**src/hdl/cwis_pkg.sv**
```systemverilog
`default_nettype none

package cwis_pkg;

    // widths
    localparam int POS_W     = 32;
    localparam int CUR_W     = POS_W + 1;
    localparam int RUN_W     = 14;
    localparam int WIDTH_W   = 16;
    localparam int KIND_W    = 2;
    localparam int IDX_W     = 2;
    localparam int MAX_OUT   = 64;
    localparam int CNT_W     = $clog2(MAX_OUT + 1);
    localparam int DIV_CNT_W = $clog2(POS_W);
    localparam int OUT_W     = 4 * POS_W;

    // action codes
    localparam logic ACT_START = 1'b0;
    localparam logic ACT_OP    = 1'b1;

    // operation kinds
    localparam logic [KIND_W-1:0] KIND_MATCH = 2'd0;
    localparam logic [KIND_W-1:0] KIND_INS   = 2'd1;
    localparam logic [KIND_W-1:0] KIND_DEL   = 2'd2;
    localparam logic [KIND_W-1:0] KIND_SKIP  = 2'd3;

    // register indexes
    localparam logic [IDX_W-1:0] REG_WINDOW_WIDTH = 2'd0;
    localparam logic [IDX_W-1:0] REG_QUERY_START  = 2'd1;
    localparam logic [IDX_W-1:0] REG_TARGET_START = 2'd2;
    localparam logic [IDX_W-1:0] REG_TARGET_STOP  = 2'd3;

    // register reset values
    localparam longint unsigned RST_WIDTH  = 500;
    localparam longint unsigned RST_QSTART = 0;
    localparam longint unsigned RST_TSTART = 0;
    localparam longint unsigned RST_TSTOP  = 1;

    // first window end of the walk that reset leaves
    localparam longint unsigned RST_FIRST_M = (RST_TSTART / RST_WIDTH + 1) * RST_WIDTH;
    localparam logic [POS_W-1:0] RST_WINDOW_END = (RST_FIRST_M < RST_TSTOP) ?
        POS_W'(RST_FIRST_M - 1) : POS_W'(RST_TSTOP - 1);

    // controller to datapath
    typedef struct packed {
        logic accept;
        logic div_step;
        logic start_fin;
        logic step;
        logic adv;
        logic flush;
    } ctrl_cmd_t;

    // datapath to controller
    typedef struct packed {
        logic is_start;
        logic is_walk;
        logic w_zero;
        logic div_done;
        logic hit;
        logic rem_zero;
        logic adv_stall;
        logic flush_stall;
    } dp_stat_t;

endpackage

`default_nettype wire

```
**src/hdl/cwis_ctrl.sv**
```systemverilog
`default_nettype none

module cwis_ctrl
    import cwis_pkg::*;
(
    input  wire logic      clk,
    input  wire logic      rst_n,
    input  wire logic      in_valid,
    output logic           in_ready,
    input  dp_stat_t       stat,
    output ctrl_cmd_t      cmd
);

    typedef enum logic [5:0] {
        ST_IDLE  = 6'b000001,
        ST_DIV   = 6'b000010,
        ST_FIN   = 6'b000100,
        ST_STEP  = 6'b001000,
        ST_ADV   = 6'b010000,
        ST_FLUSH = 6'b100000
    } state_t;

    state_t state_reg;
    state_t state_next;

    // state register
    always_ff @(posedge clk or negedge rst_n)
    begin
        if (!rst_n)
        begin
            state_reg <= ST_IDLE;
        end
        else
        begin
            state_reg <= state_next;
        end
    end

    // next state and commands
    always_comb
    begin
        state_next = state_reg;
        cmd        = '0;
        in_ready   = 1'b0;
        unique case (state_reg)
            ST_IDLE:
            begin
                in_ready = 1'b1;
                if (in_valid)
                begin
                    cmd.accept = 1'b1;
                    if (stat.is_start)
                    begin
                        state_next = stat.w_zero ? ST_FIN : ST_DIV;
                    end
                    else if (stat.is_walk)
                    begin
                        state_next = ST_STEP;
                    end
                end
            end
            ST_DIV:
            begin
                cmd.div_step = 1'b1;
                if (stat.div_done)
                begin
                    state_next = ST_FIN;
                end
            end
            ST_FIN:
            begin
                cmd.start_fin = 1'b1;
                state_next    = ST_IDLE;
            end
            ST_STEP:
            begin
                cmd.step = 1'b1;
                if (stat.hit)
                begin
                    state_next = ST_ADV;
                end
                else
                begin
                    // run used up: hand over the held interval as the last one
                    cmd.flush  = 1'b1;
                    state_next = stat.flush_stall ? ST_FLUSH : ST_IDLE;
                end
            end
            ST_ADV:
            begin
                if (!stat.adv_stall)
                begin
                    cmd.adv    = 1'b1;
                    state_next = stat.rem_zero ? ST_FLUSH : ST_STEP;
                end
            end
            ST_FLUSH:
            begin
                cmd.flush = 1'b1;
                if (!stat.flush_stall)
                begin
                    state_next = ST_IDLE;
                end
            end
            default:
            begin
                state_next = ST_IDLE;
            end
        endcase
    end

endmodule

`default_nettype wire

```
**src/hdl/cwis_dp.sv**
```systemverilog
`default_nettype none

module cwis_dp
    import cwis_pkg::*;
(
    input  wire logic              clk,
    input  wire logic              rst_n,
    // configuration
    input  wire logic              cfg_we,
    input  wire logic [IDX_W-1:0]  cfg_index,
    input  wire logic [POS_W-1:0]  cfg_data,
    // input beat fields
    input  wire logic              in_action,
    input  wire logic [KIND_W-1:0] in_kind,
    input  wire logic [RUN_W-1:0]  in_run,
    // control
    input  ctrl_cmd_t              cmd,
    output dp_stat_t               stat,
    // result beat
    output logic                   out_valid,
    input  wire logic              out_ready,
    output logic [OUT_W-1:0]       out_data,
    output logic                   out_last
);

    // configuration registers
    logic [WIDTH_W-1:0] win_width_reg;
    logic [POS_W-1:0]   query_start_reg;
    logic [POS_W-1:0]   target_start_reg;
    logic [POS_W-1:0]   target_stop_reg;

    // walk state
    logic [CUR_W-1:0]     qcur_reg,       qcur_next;
    logic [CUR_W-1:0]     tcur_reg,       tcur_next;
    logic [POS_W-1:0]     end_reg,        end_next;
    logic                 open_reg,       open_next;
    logic                 exh_reg,        exh_next;
    logic [KIND_W-1:0]    kind_reg,       kind_next;
    logic [RUN_W-1:0]     rem_reg,        rem_next;
    logic [CNT_W-1:0]     cnt_reg,        cnt_next;
    logic [WIDTH_W-1:0]   rdiv_reg,       rdiv_next;
    logic [DIV_CNT_W-1:0] div_cnt_reg,    div_cnt_next;
    logic                 pend_valid_reg, pend_valid_next;
    logic                 out_valid_reg,  out_valid_next;

    // interval and result payload
    logic [POS_W-1:0] first_q_reg;
    logic [POS_W-1:0] first_t_reg;
    logic [POS_W-1:0] last_q_reg;
    logic [POS_W-1:0] last_t_reg;
    logic [POS_W-1:0] pend_qb_reg;
    logic [POS_W-1:0] pend_qe_reg;
    logic [POS_W-1:0] pend_tb_reg;
    logic [POS_W-1:0] pend_te_reg;
    logic [OUT_W-1:0] out_data_reg;
    logic             out_last_reg;

    logic [CUR_W-1:0]   end_gap;
    logic               hit;
    logic [RUN_W-1:0]   n;
    logic [CUR_W-1:0]   qcur_adv;
    logic [CUR_W-1:0]   tcur_adv;
    logic               is_match;
    logic [POS_W-1:0]   fin;
    logic [CUR_W-1:0]   cand;
    logic [POS_W-1:0]   adv_end;
    logic               emit;
    logic               out_free;
    logic               load_out;
    logic [WIDTH_W:0]   rdiv_shift;
    logic [WIDTH_W:0]   rdiv_sub;
    logic [CUR_W-1:0]   first_m;
    logic [POS_W-1:0]   start_end;
    logic               ts_bit;

    // configuration writes
    always_ff @(posedge clk or negedge rst_n)
    begin
        if (!rst_n)
        begin
            win_width_reg    <= WIDTH_W'(RST_WIDTH);
            query_start_reg  <= POS_W'(RST_QSTART);
            target_start_reg <= POS_W'(RST_TSTART);
            target_stop_reg  <= POS_W'(RST_TSTOP);
        end
        else if (cfg_we)
        begin
            unique case (cfg_index)
                REG_WINDOW_WIDTH: win_width_reg    <= cfg_data[WIDTH_W-1:0];
                REG_QUERY_START:  query_start_reg  <= cfg_data;
                REG_TARGET_START: target_start_reg <= cfg_data;
                REG_TARGET_STOP:  target_stop_reg  <= cfg_data;
                default:          win_width_reg    <= win_width_reg;
            endcase
        end
    end

    // distance to the pending window end, zero means a full wrap away
    assign end_gap  = {1'b0, end_reg} - tcur_reg;
    assign hit      = !exh_reg && (end_gap != '0) && (end_gap[CUR_W-1:RUN_W] == '0)
                      && (end_gap[RUN_W-1:0] <= rem_reg);
    assign n        = hit ? end_gap[RUN_W-1:0] : rem_reg;
    assign qcur_adv = qcur_reg + CUR_W'(n);
    assign tcur_adv = tcur_reg + CUR_W'(n);
    assign is_match = (kind_reg == KIND_MATCH);

    // next window end after a cut
    assign fin     = target_stop_reg - POS_W'(1);
    assign cand    = {1'b0, end_reg} + CUR_W'(1) + CUR_W'(win_width_reg);
    assign adv_end = ((win_width_reg != '0) && (cand < {1'b0, target_stop_reg})) ?
                     (end_reg + POS_W'(win_width_reg)) : fin;

    // remainder of target start by window width, one bit a cycle
    assign ts_bit     = target_start_reg[DIV_CNT_W'(POS_W - 1) - div_cnt_reg];
    assign rdiv_shift = {rdiv_reg, ts_bit};
    assign rdiv_sub   = (rdiv_shift >= {1'b0, win_width_reg}) ?
                        (rdiv_shift - {1'b0, win_width_reg}) : rdiv_shift;

    // first window end of a new walk
    assign first_m   = {1'b0, target_start_reg} - CUR_W'(rdiv_reg) + CUR_W'(win_width_reg);
    assign start_end = ((win_width_reg != '0) && (first_m < {1'b0, target_stop_reg})) ?
                       POS_W'(first_m - CUR_W'(1)) : fin;

    // result hand-over
    assign emit     = open_reg && (cnt_reg < CNT_W'(MAX_OUT));
    assign out_free = !out_valid_reg || out_ready;
    assign load_out = (cmd.adv && emit && pend_valid_reg)
                      || (cmd.flush && pend_valid_reg && out_free);

    // status to the controller
    always_comb
    begin
        stat.is_start    = (in_action == ACT_START);
        stat.is_walk     = (in_action == ACT_OP) && (in_run != '0)
                           && ((in_kind == KIND_MATCH) || (in_kind == KIND_DEL));
        stat.w_zero      = (win_width_reg == '0);
        stat.div_done    = (div_cnt_reg == DIV_CNT_W'(POS_W - 1));
        stat.hit         = hit;
        stat.rem_zero    = (rem_reg == '0);
        stat.adv_stall   = emit && pend_valid_reg && !out_free;
        stat.flush_stall = pend_valid_reg && !out_free;
    end

    // walk state next values
    always_comb
    begin
        qcur_next       = qcur_reg;
        tcur_next       = tcur_reg;
        end_next        = end_reg;
        open_next       = open_reg;
        exh_next        = exh_reg;
        kind_next       = kind_reg;
        rem_next        = rem_reg;
        cnt_next        = cnt_reg;
        rdiv_next       = rdiv_reg;
        div_cnt_next    = div_cnt_reg;
        pend_valid_next = pend_valid_reg;
        out_valid_next  = load_out || (out_valid_reg && !out_ready);

        if (cmd.accept)
        begin
            kind_next = in_kind;
            rem_next  = in_run;
            cnt_next  = '0;
            if (in_action == ACT_START)
            begin
                qcur_next    = {1'b0, query_start_reg} - CUR_W'(1);
                tcur_next    = {1'b0, target_start_reg} - CUR_W'(1);
                open_next    = 1'b0;
                exh_next     = 1'b0;
                rdiv_next    = '0;
                div_cnt_next = '0;
            end
            else if (in_kind == KIND_INS)
            begin
                qcur_next = qcur_reg + CUR_W'(in_run);
            end
        end

        if (cmd.div_step)
        begin
            rdiv_next    = rdiv_sub[WIDTH_W-1:0];
            div_cnt_next = div_cnt_reg + DIV_CNT_W'(1);
        end

        if (cmd.start_fin)
        begin
            end_next = start_end;
        end

        // advance to the next cut or to the end of the run
        if (cmd.step)
        begin
            tcur_next = tcur_adv;
            rem_next  = rem_reg - n;
            if (is_match)
            begin
                qcur_next = qcur_adv;
                open_next = 1'b1;
            end
        end

        // cut at the window end
        if (cmd.adv)
        begin
            open_next = 1'b0;
            if (emit)
            begin
                pend_valid_next = 1'b1;
                cnt_next        = cnt_reg + CNT_W'(1);
            end
            if (end_reg == fin)
            begin
                exh_next = 1'b1;
            end
            else
            begin
                end_next = adv_end;
            end
        end

        if (cmd.flush && pend_valid_reg && out_free)
        begin
            pend_valid_next = 1'b0;
        end
    end

    // walk state registers
    always_ff @(posedge clk or negedge rst_n)
    begin
        if (!rst_n)
        begin
            qcur_reg       <= {1'b0, POS_W'(RST_QSTART)} - CUR_W'(1);
            tcur_reg       <= {1'b0, POS_W'(RST_TSTART)} - CUR_W'(1);
            end_reg        <= RST_WINDOW_END;
            open_reg       <= 1'b0;
            exh_reg        <= 1'b0;
            kind_reg       <= KIND_SKIP;
            rem_reg        <= '0;
            cnt_reg        <= '0;
            rdiv_reg       <= '0;
            div_cnt_reg    <= '0;
            pend_valid_reg <= 1'b0;
            out_valid_reg  <= 1'b0;
        end
        else
        begin
            qcur_reg       <= qcur_next;
            tcur_reg       <= tcur_next;
            end_reg        <= end_next;
            open_reg       <= open_next;
            exh_reg        <= exh_next;
            kind_reg       <= kind_next;
            rem_reg        <= rem_next;
            cnt_reg        <= cnt_next;
            rdiv_reg       <= rdiv_next;
            div_cnt_reg    <= div_cnt_next;
            pend_valid_reg <= pend_valid_next;
            out_valid_reg  <= out_valid_next;
        end
    end

    // matched span and result payload
    always_ff @(posedge clk)
    begin
        if (cmd.step && is_match)
        begin
            if (!open_reg)
            begin
                first_q_reg <= qcur_reg[POS_W-1:0] + POS_W'(1);
                first_t_reg <= tcur_reg[POS_W-1:0] + POS_W'(1);
            end
            last_q_reg <= qcur_adv[POS_W-1:0];
            last_t_reg <= tcur_adv[POS_W-1:0];
        end
        if (cmd.adv && emit)
        begin
            pend_qb_reg <= first_q_reg;
            pend_qe_reg <= last_q_reg + POS_W'(1);
            pend_tb_reg <= first_t_reg;
            pend_te_reg <= last_t_reg + POS_W'(1);
        end
        if (load_out)
        begin
            out_data_reg <= {pend_te_reg, pend_tb_reg, pend_qe_reg, pend_qb_reg};
            out_last_reg <= cmd.flush;
        end
    end

    assign out_valid = out_valid_reg;
    assign out_data  = out_data_reg;
    assign out_last  = out_last_reg;

endmodule

`default_nettype wire

```
**src/hdl/cigar_window_interval_splitter.sv**
```systemverilog
`default_nettype none

// Splits an alignment, fed as one CIGAR operation per input beat, into matched
// query/target spans cut at target window ends (multiples of window_width
// minus one inside the target range, then target_stop minus one). A start beat
// (tuser action bit low) reloads the walk from the registers and keeps the
// input closed while the first window end is found: it needs target_start
// modulo window_width, which a one-bit-a-cycle remainder unit works out (not
// run when window_width is zero). Insertion, ignored and zero-length beats
// leave the controller idle. A match or deletion beat steps straight to each
// window end the run reaches and cuts the span there, until the run is used
// up. Each beat's spans go out in order; the last one of a beat carries tlast.
// At most 64 spans leave per beat. A pending register and an output register
// decouple the sides; the block only waits when a span is ready to move on
// while the one in the output register is still not taken.
module cigar_window_interval_splitter
    import cwis_pkg::*;
(
    input  wire logic              clk,
    input  wire logic              rst_n,
    // configuration write port
    input  wire logic              cfg_we,
    input  wire logic [IDX_W-1:0]  cfg_index,
    input  wire logic [POS_W-1:0]  cfg_data,
    // operation stream
    input  wire logic              s_axis_tvalid,
    output logic                   s_axis_tready,
    input  wire logic [15:0]       s_axis_tdata,   // run_length[13:0], zero pad[15:14]
    input  wire logic [2:0]        s_axis_tuser,   // action[0], op_kind[2:1]
    // span stream
    output logic                   m_axis_tvalid,
    input  wire logic              m_axis_tready,
    output logic [OUT_W-1:0]       m_axis_tdata,   // query_begin, query_end,
                                                   // target_begin, target_end
    output logic                   m_axis_tlast    // last_of_run
);

    ctrl_cmd_t cmd;
    dp_stat_t  stat;

    // sequencer
    cwis_ctrl u_ctrl (
        .clk      (clk),
        .rst_n    (rst_n),
        .in_valid (s_axis_tvalid),
        .in_ready (s_axis_tready),
        .stat     (stat),
        .cmd      (cmd)
    );

    // cursors, window ends and span registers
    cwis_dp u_dp (
        .clk       (clk),
        .rst_n     (rst_n),
        .cfg_we    (cfg_we),
        .cfg_index (cfg_index),
        .cfg_data  (cfg_data),
        .in_action (s_axis_tuser[0]),
        .in_kind   (s_axis_tuser[2:1]),
        .in_run    (s_axis_tdata[RUN_W-1:0]),
        .cmd       (cmd),
        .stat      (stat),
        .out_valid (m_axis_tvalid),
        .out_ready (m_axis_tready),
        .out_data  (m_axis_tdata),
        .out_last  (m_axis_tlast)
    );

endmodule

`default_nettype wire

```
**config.mk**
```make
export PLATFORM = sky130hd
export DESIGN_NAME = cigar_window_interval_splitter
export DESIGN_NICKNAME = d
export VERILOG_FILES = /design/src/hdl/cwis_pkg.sv /design/src/hdl/cwis_ctrl.sv /design/src/hdl/cwis_dp.sv /design/src/hdl/cigar_window_interval_splitter.sv
export SDC_FILE = /design/constraint.sdc
export NUM_CORES = 2
export LEC_CHECK = 0
export ABC_AREA = 1
export BUFFER_PORTS_ARGS = -buffer_cell sky130_fd_sc_hd__buf_2
export CORE_MARGIN = 5
export CORE_UTILIZATION = 35
export DETAILED_ROUTE_END_ITERATION = 8
export PLACE_DENSITY_LB_ADDON = 0.12
export SETUP_SLACK_MARGIN = 0.05
export SLEW_MARGIN = 20
export SYNTH_ARGS = -nofsm -noshare
export SYNTH_HDL_FRONTEND = slang
export SYNTH_SLANG_ARGS = --single-unit
```
**constraint.sdc**
```tcl
create_clock -name clk -period 8.3 [get_ports clk]
set_input_delay 0.415 -clock clk [delete_from_list [all_inputs] [get_ports clk]]
set_output_delay 0.415 -clock clk [all_outputs]
set_load 0.05 [all_outputs]
```
# Yosys cells after proc, flatten, opt, wreduce, memory -nomap -nowiden
# Index checks and enable logic that the tools add are counted.
# W data, S select, Z words.
# classes
n_eq_ne	20
n_mux	61
n_addsub	22
n_lt_le_gt_ge	6
n_reduce_logical	47
n_bitwise	1
# ops
op	n
$mux W33	8
$mux W32	5
$add A32 B1 Y32 const B	4
$add A33 B14 Y33	3
$add A33 B16 Y33	2
$lt A33 B32 Y1	2
$sub A32 B1 Y33 const B	2
$mux W16	4
$sub A32 B1 Y32 const B	2
$mux W6	9
$mux W14	3
$add A32 B1 Y33 const B	1
$reduce_bool A33 Y1	1
$sub A32 B16 Y33	1
$sub A32 B33 Y33	1
$add A32 B16 Y32	1
$eq A32 B32 Y1	1
$pmux W6 S5	1
$mux W1	22
$mux W7	3
$logic_not A19 Y1	1
$ge A17 B16 Y1	1
$logic_and A1 B1 Y1	17
$logic_not A16 Y1	1
34 further kinds	61
# totals
elab_cells	184
output_inout_bits	131
register_bits	649
input_bits	58

# Depth between registers and ports, before layout
# logic_depth
depth_word	11
mapped_depth	40
depth_no_buf	39

# Cells and area by module
# Synthesis repeated with hierarchy kept, for this count alone.
# hier_totals
hier_cells	5534
hier_area_um2	43947.1
# modules_own_cells
module	area_per_inst_um2	cells_per_inst	seq_area_each_um2	instances
cwis_dp	43483.0	5461	18084.8	1
cwis_ctrl	464.2	73	151.4	1

# Least setup slack after synthesis
# OpenSTA, ideal clock, no wires.
# synth_path
path_kind	register to register
startpoint	register u_dp.out_valid_reg, in the netlist u_dp.out_valid
endpoint	register u_dp.out_data_reg[0], in the netlist u_dp.out_data[0] (enable)
required_ns	7.180
path_buffers	0
setup_slack_ns	0.622
t_arrival_ns	6.558
setup_time_ns	1.120
path_stages_with_launch	10
path_cell_list	dfrtp_1 inv_1 nor2_1 inv_1 nor2_1 a21oi_1 nand2_1 clkinv_1 nand2_1 nand2_1
# synth_via
elab_chain_cells	9
word_cells_on_any_way	10
classes_between	mux (2); reduce/logical (8)
# synth_rtl
item	line	text
from (decl)	cwis_dp.sv:44	logic out_valid_reg, out_valid_next;
from (signal assigned)	cwis_dp.sv:259	out_valid_reg <= out_valid_next;
$logic_not A1 Y1 (*)	cwis_dp.sv:126	assign out_free = !out_valid_reg || out_ready;
$logic_or A1 B1 Y1 (*)	cwis_dp.sv:126	
$logic_not A1 Y1	cwis_dp.sv:140	stat.adv_stall = emit && pend_valid_reg && !out_free;
$logic_and A1 B1 Y1	cwis_dp.sv:140	
$mux W1	cwis_ctrl.sv:91	if (!stat.adv_stall)
$mux W1	cwis_ctrl.sv:45	unique case (state_reg)
$logic_and A1 B1 Y1 (2 in a row)	cwis_dp.sv:127	assign load_out = (cmd.adv && emit && pend_valid_reg)
$logic_or A1 B1 Y1 (*)	cwis_dp.sv:128	|| (cmd.flush && pend_valid_reg && out_free);
net u_dp.load_out	cwis_dp.sv:69	logic load_out;
to (signal assigned)	cwis_dp.sv:285	out_data_reg <= {pend_te_reg, pend_tb_reg, pend_qe_reg, pend_qb_reg};
to (decl)	cwis_dp.sv:55	logic [OUT_W-1:0] out_data_reg;
# The timed path passes the listed nets; every way through them passes the cells marked *.
# A chain may end at the register's enable or synchronous reset.

# Worst setup path in the final report
# layout_path
startpoint	register u_dp.end_reg[0]
endpoint	register u_dp.qcur_reg[28]
# layout_via
elab_chain_cells	9
word_cells_on_any_way	11
classes_between	add/sub (2); order compare (1); mux (3); reduce/logical (5)
# layout_rtl
item	line	text
from (decl)	cwis_dp.sv:35	logic [POS_W-1:0] end_reg, end_next;
from (signal assigned)	cwis_dp.sv:250	end_reg <= end_next;
$sub A32 B33 Y33 (*)	cwis_dp.sv:99	assign end_gap = {1'b0, end_reg} - tcur_reg;
branches (longest 4 deep; another with $le A14 B14 Y1)	n/a	
$mux W14 (*)	cwis_dp.sv:102	assign n = hit ? end_gap[RUN_W-1:0] : rem_reg;
$add A33 B14 Y33 (*)	cwis_dp.sv:103	assign qcur_adv = qcur_reg + CUR_W'(n);
net u_dp.qcur_adv[28]	cwis_dp.sv:61	logic [CUR_W-1:0] qcur_adv;
$mux W33 (*)	cwis_dp.sv:196	if (is_match)
$mux W33 (*)	cwis_dp.sv:192	if (cmd.step)
net u_dp.qcur_next[28]	cwis_dp.sv:33	logic [CUR_W-1:0] qcur_reg, qcur_next;
to (signal assigned)	cwis_dp.sv:233	qcur_reg <= {1'b0, POS_W'(RST_QSTART)} - CUR_W'(1);
to (signal assigned)	cwis_dp.sv:248	qcur_reg <= qcur_next;
to (decl)	cwis_dp.sv:33	
# Mark *: on every way through the listed nets, which the timed path passes.

==> impl_metrics.json <==
{
  "outcome": "complete, no violations",
  "ioPinCount": 189,
  "max_freq_ghz": 0.1433,
  "grt_util_met3_pct": 3.079,
  "io_buffers": 186,
  "slowest_delay_ps": 530,
  "synth_edf_count": 385,
  "startpoint": "u_dp.end_reg[0]",
  "maxSlewHeadroom_pct": 31.17,
  "nets": 6038,
  "finalSetupViolCount": 0,
  "finalHoldViolations": 0,
  "synth_area_um2": 44050,
  "via_per_inst": 5.145,
  "maxCapViolCount": 0,
  "reg2reg_depth": 37,
  "grt_pass1_vias": 35960,
  "chipWidth_um": 364.8,
  "fin_crit_ps": 6977,
  "fin_skew_ps": 34.14,
  "worstHoldStart": "s_axis_tdata[6]",
  "cts_sinks": 648,
  "die_y_um": 364.8,
  "syn_nets": 5831,
  "overflow": 0,
  "root_buffer": "clkbuf_16",
  "cts_tree": "yes",
  "seqCellArea_um2": 18240,
  "use_met2_pct": 37.28,
  "required_ps": 8890,
  "drv_slew": 0,
  "routedWlPerCell_um": 22.00,
  "drive_gt1_share_pct": 9.662,
  "placed_area_um2": 46970,
  "drt_iter0_drc": 3443,
  "largest_reg_flops": 128,
  "critPathSlowestCell": "o21ai_0",
  "startpoint_type": "flop",
  "cts_max_level": 3,
  "end_kind": "flop",
  "p_leak_nw": 22.01,
  "finalInstanceArea_um2": 49760,
  "grt_use_met1_pct": 34.47,
  "post-cts-setup-buffer-count": 0,
  "timing.rr.start": "u_dp.end_reg[0]",
  "holdPathStages": 3,
  "worst_slew_pin_slew_ps": 1032,
  "ys_async_sr_fraction_pct": 40.59,
  "grt_max_degree": 106,
  "tns_ps": 0,
  "endpoint": "u_dp.qcur_reg[28]",
  "power.density_nw_per_um2": 400.7,
  "grt_pass1_wl_um": 239800,
  "syn_avg_cell_area_um2": 8.019,
  "vdd_drop_max_uv": 275.9,
  "cp_common_cell": "nand2_1",
  "cts.clk_slew.worst_paths_ps": 60,
  "cts_buffers": 78,
  "hp-class": "in -> reg",
  "synth_cell_type_count": 74,
  "holdWs_ps": 51.42,
  "syn-instance-count": 5493,
  "period_share_pct": 84.06,
  "ys_ff_latch": 648,
  "multi_input_area_um2": 22460,
  "busiest_layer": "met2",
  "dieArea_um2": 133000,
  "rsz0062_at_grt": "false",
  "crit_type": "reg -> reg",
  "fp-row-count": 130,
  "synth_area_leaders": "edfxtp_1, nand2_1, dfrtp_1, ha_1, inv_1",
  "yosysWarnings": 0,
  "synth_top_area_cell": "edfxtp_1",
  "rr_endpoint": "u_dp.qcur_reg[28]",
  "dp_hpwl_um": 131900,
  "area_delta_synth_final_pct": 12.97,
  "clkLatencyLatePin_ps": 680,
  "grt_usage_pct": 24.11,
  "drc": 0,
  "rrSetupSlack_ps": 1320,
  "synth_top_area_share_pct": 26.25,
  "fillers": 13010,
  "drtAntennaViolNets": 0,
  "gp_congestion": 1.002,
  "drt_pass1_iterations": 6,
  "critPathMaxFanout": 19,
  "yosysSeqAreaShare_pct": 41.40,
  "core_um2": 125400,
  "antenna_found_initial": 13,
  "drt-total-wl_um": 163200,
  "cp.arrival_ps": 7570,
  "vias": 38170,
  "cts.path.max_buffers": 3,
  "initial_core_util_pct": 35.12,
  "synth-main-ff-cell": "edfxtp_1"
}
## logic make-up after synthesis
group                      count (synthesis)  synth area share, %
AOI/OAI and AO/OA                        935                12.02
xor gates and xnor gates                 371                7.496
adders and majority gates                280                8.363
buffers and inverters                    885                7.743
DFF                                      648                41.40
and+or+nand+nor                         2374                22.97
## timing repair
item | 4_1_cts | 5_1_grt
gates resized for setup | 0 | 0
endpoints found under the hold margin | 59 | 0
hold buffers | 1 | 0
## worst min path at each step
stage	endpoint	slack [ps]
after floorplan	u_ctrl.state_reg[1]	120
after global placement	u_dp.out_data[2]	400
after detailed placement	u_dp.out_data[110]	400
after CTS	u_dp.rem_reg[6]	2
after global routing	u_dp.rem_reg[8]	50
final	u_dp.rem_reg[6]	50
## stage by stage
step	total power, mW	setup WS, ps	std cells	utilization (%)
4_1_cts	19.92	1322	7415	39.66
2_1_floorplan	12.34	621.7	5493	-
6_report	19.94	1323	7418	39.68
5_1_grt	21.51	650.5	7416	39.67
3_3_place_gp	16.06	1405	7269	37.45
3_5_place_dp	16.13	1346	7269	37.45
## final cells by class
cell class                      count  share of cell area [%]
Timing Repair Buffer              230                   2.592
Multi-Input combinational cell   3960                   45.13
Antenna cell                        3                 0.01509
Tap cell                         1650                   4.149
Clock buffer                       90                   4.076
Clock inverter                     55                   1.471
Sequential cell                   648                   36.65
Inverter                          782                   5.917
## layout by cell type, fill, tap and decap left out, types with 14 or more instances in the layout
cell type,n
edfxtp_1,385
nor2_2,18
nand4_1,94
nor3_1,88
clkbuf_16,79
nand3_1,269
o21ai_0,366
nand3b_1,16
o22ai_1,17
fa_1,24
o211ai_1,38
ha_1,256
xor2_1,299
a21oi_1,346
buf_4,41
xnor2_1,65
nand2_2,15
nor2_1,520
nor4_1,37
dfstp_2,75
clkinv_1,15
o21bai_1,28
dfrtp_1,187
nand2_1,1251
clkinv_2,19
buf_2,185
o221ai_1,14
inv_1,765
a21oi_2,14
o21a_1,14
## power breakdown
part	total [mW]	switching (mW)	leakage, nW	internal, mW
logic	11.3	7.76	14.1	3.55
clock network	3.68	1.49	1.35	2.19
registers	4.95	0.836	6.58	4.11
total	19.9	10.1	22.0	9.85
## layer usage
layer	wire (um)	up-vias
met1	75990	18060
met3	9633	243
li1	-	18650
met5	13	-
met2	70510	1215
met4	7020	2
## worst max-delay path: cells and delay by family (launching register included)
| kind | cells | cell delay [ps] |
|---|---|---|
| and+or+nand+nor | 18 | 2360 |
| AOI/OAI and AO/OA | 8 | 1700 |
| adders and majority gates | 5 | 1610 |
| buffers and inverters | 5 | 630 |
| DFF | 1 | 380 |
| xor gates and xnor gates | 1 | 190 |
## synth_stat cells (6+ instances only)
cell	n
or2_2	13
clkbuf_1	78
nand3b_1	16
o211ai_1	38
o21bai_1	28
a21boi_1	13
inv_1	766
o221ai_1	14
xnor2_1	65
buf_2	10
a21o_1	8
clkinv_1	7
a21oi_1	347
o21ai_0	366
nand3_1	271
xor2_1	299
xor2_2	7
nor4_1	39
o21a_1	14
nand4_1	94
nor2_4	8
nor3_1	88
nand2_1	1254
buf_1	6
o22ai_1	17
edfxtp_1	385
a21boi_0	11
dfrtp_1	188
o31ai_1	6
ha_1	256
a31oi_1	12
fa_1	24
inv_2	8
nor3_2	9
nor2_1	522
o21ai_1	6
nor2_2	17
a21oi_2	13
dfstp_2	75
nand2_2	13
(Power assumes the default switching activity.)
